File: config.mk
export PLATFORM = sky130hd
export DESIGN_NAME = die_sqrt
export DESIGN_NICKNAME = d
export VERILOG_FILES = /design/src/sv/die_pkg.sv /design/src/sv/die_sqrt.sv
export SDC_FILE = /design/constraint.sdc
export NUM_CORES = 2
export LEC_CHECK = 0
export ABC_AREA = 1
export BUFFER_PORTS_ARGS = -buffer_cell sky130_fd_sc_hd__buf_2
export CAP_MARGIN = 20
export CORE_MARGIN = 5
export CORE_UTILIZATION = 40
export CTS_BUF_LIST = sky130_fd_sc_hd__clkbuf_2 sky130_fd_sc_hd__clkbuf_4 sky130_fd_sc_hd__clkbuf_8
export DETAILED_ROUTE_END_ITERATION = 8
export RECOVER_POWER = 25
export SLEW_MARGIN = 30
export SYNTH_ARGS = -nofsm -noshare
export SYNTH_HDL_FRONTEND = slang
export SYNTH_SLANG_ARGS = --single-unit
File: constraint.sdc
create_clock -name clk -period 8.05 [get_ports clk]
set_input_delay 0 -clock clk [delete_from_list [all_inputs] [get_ports clk]]
set_output_delay 0 -clock clk [all_outputs]
set_load 0.03 [all_outputs]
File: src/sv/die_pkg.sv
// ----------------------------------------------------------------------------
// die_pkg
// shared types and constants of the extended2 dispersion index pipeline
// ----------------------------------------------------------------------------
package die_pkg;

  localparam int CoefW      = 48;
  localparam int NumCoef    = 8;
  localparam int CoefIdxW   = $clog2(NumCoef);
  localparam int WaveW      = 30;
  localparam int SqW        = 2 * WaveW;
  localparam int PowW       = 64;
  localparam int HalfW      = PowW / 2;
  localparam int MagHalfW   = CoefW / 2;
  localparam int RemW       = SqW + 1;
  localparam int RndSh      = 16;
  localparam int RcpStages  = 32;
  localparam int RcpBits    = PowW / RcpStages;
  localparam int ProdW      = CoefW + PowW;
  localparam int AccW       = ProdW + 4;
  localparam int IdxW       = 32;
  localparam int StatW      = 2;
  localparam int SqrtStages = 16;
  localparam int SqrtBits   = IdxW / SqrtStages;

  localparam int FrontLat   = 2;
  localparam int PowLat     = 5;
  localparam int TermLat    = 7;
  localparam int FinalLat   = 1;
  localparam int OutLat     = 1;
  localparam int TotalLat   = FrontLat + RcpStages + PowLat + TermLat + FinalLat +
                              SqrtStages + OutLat;

  typedef enum logic [StatW-1:0] {
    ST_OK   = 2'd0,
    ST_ZERO = 2'd1,
    ST_NEG  = 2'd2,
    ST_SAT  = 2'd3
  } status_t;

  typedef enum logic [CoefIdxW-1:0] {
    C_CONST = 3'd0,
    C_LSQ   = 3'd1,
    C_INV2  = 3'd2,
    C_INV4  = 3'd3,
    C_INV6  = 3'd4,
    C_INV8  = 3'd5,
    C_L4    = 3'd6,
    C_L6    = 3'd7
  } coef_idx_t;

  typedef struct packed {
    logic vld;
    logic zero;
  } ctl_t;

  typedef logic [PowW-1:0]  pow_t;
  typedef pow_t [NumCoef-1:0] pow_arr_t;
  typedef logic [CoefW-1:0] coef_t;
  typedef coef_t [NumCoef-1:0] coef_arr_t;

endpackage

File: src/sv/die_sqrt.sv
// ----------------------------------------------------------------------------
// die_sqrt
// pipelined integer square root of a 64 bit value, two result bits per stage
// ----------------------------------------------------------------------------
module die_sqrt (
  input  logic                        clk,
  input  logic                        rst_n,
  input  logic                        in_vld,
  input  die_pkg::status_t            in_status,
  input  die_pkg::pow_t               in_v,
  output logic                        out_vld,
  output die_pkg::status_t            out_status,
  output logic [die_pkg::IdxW-1:0]    out_root
);

  localparam int N  = die_pkg::SqrtStages;
  localparam int PW = die_pkg::PowW;

  typedef struct packed {
    logic [PW-1:0] v;
    logic [PW-1:0] res;
  } rt_t;

  logic             vld_r [N];
  die_pkg::status_t st_r  [N];
  rt_t              rt_r  [N];

  function automatic rt_t rt_step(rt_t s, int k);
    rt_t           r;
    logic [PW-1:0] one;
    r = s;
    for (int b = 0; b < die_pkg::SqrtBits; b++) begin
      one = PW'(1) << (PW - 2 - 2 * (die_pkg::SqrtBits * k + b));
      if (r.v >= r.res + one) begin
        r.v   = r.v - (r.res + one);
        r.res = (r.res >> 1) + one;
      end else begin
        r.res = r.res >> 1;
      end
    end
    return r;
  endfunction

  always_ff @(posedge clk) begin
    if (!rst_n) begin
      for (int k = 0; k < N; k++) vld_r[k] <= 1'b0;
    end else begin
      vld_r[0] <= in_vld;
      for (int k = 1; k < N; k++) vld_r[k] <= vld_r[k-1];
    end
  end

  always_ff @(posedge clk) begin
    st_r[0] <= in_status;
    rt_r[0] <= rt_step('{v: in_v, res: '0}, 0);
    for (int k = 1; k < N; k++) begin
      st_r[k] <= st_r[k-1];
      rt_r[k] <= rt_step(rt_r[k-1], k);
    end
  end

  assign out_vld    = vld_r[N-1];
  assign out_status = st_r[N-1];
  assign out_root   = rt_r[N-1].res[die_pkg::IdxW-1:0];

endmodule
Word-level counts from Yosys, hierarchy flattened

Memories as Yosys holds them, arrays and structs flattened.
Index checks and enable logic that the tools add are counted.

Word-level logic and storage cells: 227
Bits of input ports: 69
Bits in latches: 0
Memories kept: 3
RAM bits: 2,096
Output and inout bits: 35
Register bits: 0
ROM bits: 0

Eq/ne operators: 0
Div/mod/pow operators: 0
Magnitude comparators: 32
$mul: 0
Bitwise logic cells: 16
Reductions and logical operators: 0
$add $sub $neg: 94
Shifts and indexed selects: 0
Mux-type cells: 82

Memories:

| name  | depth | bits a word | rd ports | clocked after memory_dff | wr ports | RTL line       | text |
|---|---|---|---|---|---|---|---|
| rt_r  | 16    | 128         | 16       | 0                        | 16       | die_sqrt.sv:26 | `rt_t rt_r [N];` |
| st_r  | 16    | 2           | 16       | 0                        | 16       | die_sqrt.sv:25 | `die_pkg::status_t st_r [N];` |
| vld_r | 16    | 1           | 16       | 0                        | 16       | die_sqrt.sv:24 | `logic vld_r [N];` |

Operators by type and width:

| cell                                                              | number |
|---|---|
| 64-bit 2-to-1 mux                                                 | 63 |
| 64-bit greater-or-equal comparator                                | 31 |
| 64-bit subtractor                                                 | 31 |
| 63-bit by 1-bit adder with 64-bit output (second input constant)  | 1 |
| 63-bit by 11-bit adder with 64-bit output (second input constant) | 1 |
| 63-bit by 13-bit adder with 64-bit output (second input constant) | 1 |
| 63-bit by 15-bit adder with 64-bit output (second input constant) | 1 |
| 63-bit by 17-bit adder with 64-bit output (second input constant) | 1 |
| 63-bit by 19-bit adder with 64-bit output (second input constant) | 1 |
| 63-bit by 21-bit adder with 64-bit output (second input constant) | 1 |
| 63-bit by 23-bit adder with 64-bit output (second input constant) | 1 |
| 63-bit by 25-bit adder with 64-bit output (second input constant) | 1 |
| 63-bit by 27-bit adder with 64-bit output (second input constant) | 1 |
| 63-bit by 29-bit adder with 64-bit output (second input constant) | 1 |
| 63-bit by 3-bit adder with 64-bit output (second input constant)  | 1 |
| 63-bit by 31-bit adder with 64-bit output (second input constant) | 1 |
| 63-bit by 33-bit adder with 64-bit output (second input constant) | 1 |
| 63-bit by 35-bit adder with 64-bit output (second input constant) | 1 |
| 63-bit by 37-bit adder with 64-bit output (second input constant) | 1 |
| 63-bit by 39-bit adder with 64-bit output (second input constant) | 1 |
| 63-bit by 41-bit adder with 64-bit output (second input constant) | 1 |
| 63-bit by 43-bit adder with 64-bit output (second input constant) | 1 |
| 63-bit by 45-bit adder with 64-bit output (second input constant) | 1 |
| 63-bit by 47-bit adder with 64-bit output (second input constant) | 1 |
| other kinds (46)                                                  | 78 |

Longest topological paths before layout

An unclocked memory read counts as a cell.

Depth after elaboration: 7
Mapped depth: 35
Gate-level depth less buffers: 32

Least setup slack after synthesis

Ideal clock, no wire load.

Kind: flip-flop to flip-flop
From: memory rt_r[1][411] (netlist name)
To: memory rt_r[1][608] (netlist name)
Arrival time: 4.016 ns
Path buffers: 4
Required time: 7.932 ns
Stages on the path, launching flop included: 30
Setup time: 0.118 ns
Period minus slack after synthesis: 4.134 ns
Slack: 3.916 ns
Cell sequence: dfxtp_1 inv_1 ha_1 nand2_1 nor2_1 inv_1 nor2_2 nand2_1 nand2_1 nand3_2 nand2_2 buf_6 buf_6 clkinv_1 clkbuf_1 nand2_1 o21ai_0 ha_1 nand2_1 nor2_1 inv_1 nor4_1 nand4_1 nand3_1 nand2_1 nand3_4 inv_4 buf_6 nand2_1 o21ai_1

RTL lines:

| item        | RTL line |
|---|---|
| from (decl) | die_sqrt.sv:26 |

==> summary.txt <==
Min Tclk post-route -> 6470 ps
Initial Util -> 40.1%
Routed WL per cell -> 19.3 µm
Congestion Overflow GR -> 0
CP max stage cell -> dfxtp_1
Cells after DPL -> 17700
Crit path top cell by count -> nand2_1
Arrival time worst endpoint -> 7330 ps
Non-filler cells, final -> 18300
I/O pins -> 104
Area grow syn2layout -> 10.8%
Crit-path max cell delay -> 640 ps
Sequential element share of the synthesized area -> 28.2%
Vias in the first global route -> 87900
CTS max path bufs -> 3
Max-cap check violation count -> 0
Worst hold path startpoint -> in_status[0]
Via count -> 94600
YS warnings -> 0
Drc violations -> 0
IO Port Bufs -> 103
Status -> completed
Critical Path End Type -> register
Worst-path fanout max -> 63
Largest net degree at the start of global routing -> 64
Peak Freq -> 0.155 GHz
Final count of pins violating max slew -> 0
#FFs+latches synth -> 1280
Pwr dens -> 353 nW/µm²
Mapped cell area -> 91000 µm²
Post-Place Worst Slack -> 1630 ps
Chip Width -> 487 µm
Finished Cell Area -> 101000 µm²
Hold Slack -> 161 ps
Total Power -> 35.6 mW
Met1 Resource Use GR -> 38.7%
Initial antenna violation count -> 14
Clock root cell -> clkbuf_8
Setup violations, final -> 0
CTS Sinks -> 1280
Placer Congestion -> 1.03
Share of cells above drive strength 1 -> 5.00%
Clock latency at the later pin of the worst-skew pair -> 1020 ps
FP Rows -> 175
Startpoint types -> register
Clock Skew -> 105 ps
Worst-margin pin slew -> 946 ps
Slew margin rel. -> 36.3%
Post-Syn Area per Cell -> 6.15 µm²
Htree depth -> 4
Post-DRT Antenna Nets -> 0
Worst Setup SP -> rt_r[1][549]$_DFF_P_
Global Route met3 Usage -> 4.41%
Drt initial violations -> 9133
Met2 Track Usage GR -> 46.5%
Setup bufs post-CTS -> 0
Critical Path RT -> 8910 ps
TritonCTS buffer count -> 212
Peak supply drop -> 0.168 mV
Syn Nets -> 15400
Total leakage power -> 51.4 nW
FILL cells -> 24900
DP HPWL -> 299000 µm
Vias per cell -> 5.18
Final hold viol count -> 0
Clk slew on worst S/H paths -> 70 ps
Total wire length -> 354000 µm
WS Path Type -> register to register
DP Area -> 94300 µm²
Top Usage Layer GRT -> met2
Final #Nets -> 15700
CTS tree -> done
Distinct cells, synth -> 65
Final Cycle Share -> 80.4%
Hold Path Class -> primary input to register
Fin Setup TNS -> 0 ps
Global-route wire length before repair -> 528000 µm
Die Y-Extent -> 487 µm
Utilization after layout -> 44.4%
DIE AREA -> 237000 µm²
Total track usage -> 28.7%
Core area -> 227000 µm²
FF-to-FF Start -> rt_r[1][549]$_DFF_P_
Cells after Synth -> 14800
Setup slack after layout -> 1580 ps
DRT Pass-1 Iters -> 7
RSZ-0062 raised after global routing -> no
==> registers in the layout, summed over array words and instances (netlist names) <==
register	count
vld_r	16
st_r	32
rt_r	1232
==> logic make-up after synthesis <==
| family | after synthesis | share of synthesized area, % |
|---|---|---|
| and+or+nand+nor | 8212 | 38.0 |
| buffers and inverters | 2552 | 11.1 |
| AOI/OAI and AO/OA | 1655 | 9.92 |
| DFF | 1280 | 28.2 |
| adders and majority gates | 573 | 7.88 |
| xor gates and xnor gates | 508 | 4.89 |
==> worst max-delay path, delay by kind of cell, from the launching register on <==
| kind | cells | cell delay, ps |
|---|---|---|
| AND/OR/NAND/NOR | 20 | 3320 |
| buffers and inverters | 6 | 1100 |
| adder cells (fa/ha/maj) | 2 | 820 |
| flip-flops | 1 | 640 |
| AO/OA/AOI/OAI | 1 | 500 |
==> area by class of cell <==
| class | count | area, µm² | share of cell area, % |
|---|---|---|---|
| inverters | 2376 | 8930 | 8.86 |
| well taps | 3009 | 3760 | 3.73 |
| clock inverters | 87 | 1220 | 1.21 |
| diodes | 12 | 30.0 | 0.0298 |
| flip-flops and latches | 1280 | 25600 | 25.4 |
| multi-input cells | 10900 | 55300 | 54.8 |
| clock buffers | 310 | 3920 | 3.89 |
| repair buffers | 264 | 2050 | 2.04 |
==> report_power, final <==
part | total [mW] | internal (mW) | leakage (nW) | switching [mW]
Sequential | 9.72 | 7.84 | 10.7 | 1.88
Clock | 6.75 | 3.85 | 2.66 | 2.90
Combinational | 19.2 | 5.95 | 38.0 | 13.2
Total | 35.6 | 17.6 | 51.4 | 18.0
==> routing by layer <==
layer / up-vias / share of wire [%] / wire (µm)
met5: - / 0.0037 / 13
met3: 626 / 7.9 / 27900
met2: 3607 / 44 / 156000
met4: 2 / 4.0 / 14000
met1: 42900 / 44 / 156000
li1: 47500 / - / -
==> worst paths after layout <==
kind / to / slack (ps) / cells after the start
max: rt_r[1][715]$_DFF_P_ / 1580 / 29
min: st_r[0][0]$_DFF_P_ / 160 / 3
max reg2reg: rt_r[1][715]$_DFF_P_ / 1580 / 29
min reg2reg: st_r[1][11]$_DFF_P_ / 300 / 0
==> layout by cell type, fill, tap and decap left out, types with 51 or more instances in the layout <==
cell type,Yosys,final
a21oi_1,676,675
a31oi_1,64,64
clkbuf_1,48,54
clkbuf_4,0,55
clkbuf_8,0,255
dfxtp_1,1280,1280
dlygate4sd3_1,0,142
ha_1,573,573
inv_1,2330,2330
nand2_1,4490,4490
nand2_2,51,51
nand3_1,1019,1019
nand4_1,304,304
nor2_1,1810,1808
nor3_1,171,171
nor4_1,110,108
o21ai_0,601,600
o21ai_1,87,88
xnor2_1,255,255
xor2_1,253,253
==> cell usage after synthesis (all sizes together) <==
| library cell | count | area [µm²] |
|---|---|---|
| o211ai | 27 | 203 |
| xnor2 | 255 | 2230 |
| nand4 | 304 | 1900 |
| nand3b | 46 | 358 |
| inv | 2371 | 8910 |
| o221a | 2 | 22.5 |
| nand3 | 1062 | 5560 |
| clkbuf | 49 | 185 |
| o2111ai | 1 | 8.76 |
| o31ai | 3 | 22.5 |
| o221ai | 2 | 17.5 |
| and3 | 10 | 62.6 |
| o21ai | 694 | 3500 |
| xor2 | 253 | 2220 |
| clkinv | 5 | 18.8 |
| or2 | 41 | 257 |
| nor2 | 1863 | 7210 |
| buf | 127 | 992 |
| nor2b | 1 | 6.26 |
| ha | 573 | 7170 |
| a31o | 3 | 26.3 |
| o21bai | 33 | 248 |
| and2 | 20 | 126 |
| a22oi | 2 | 15.0 |
| a211oi | 9 | 67.6 |
| a21oi | 712 | 3710 |
| nor3 | 183 | 988 |
| a21boi | 18 | 135 |
| o311ai | 2 | 17.5 |
| dfxtp | 1280 | 25600 |
| or3 | 2 | 12.5 |
| a221oi | 1 | 8.76 |
| a21o | 31 | 233 |
| a31oi | 64 | 400 |
| nor3b | 19 | 143 |
| o21a | 49 | 368 |
| nand2b | 2 | 12.5 |
| nor4b | 3 | 26.3 |
| o211a | 2 | 20.0 |
| nor4 | 111 | 709 |
| nand2 | 4545 | 17200 |
==> timing repair <==
action	CTS	global route
resized for setup	0	0
setup endpoints to repair	0	0
hold buffers	142	0
hold endpoints to repair	84	0
Power figures use the tool's default switching activity.
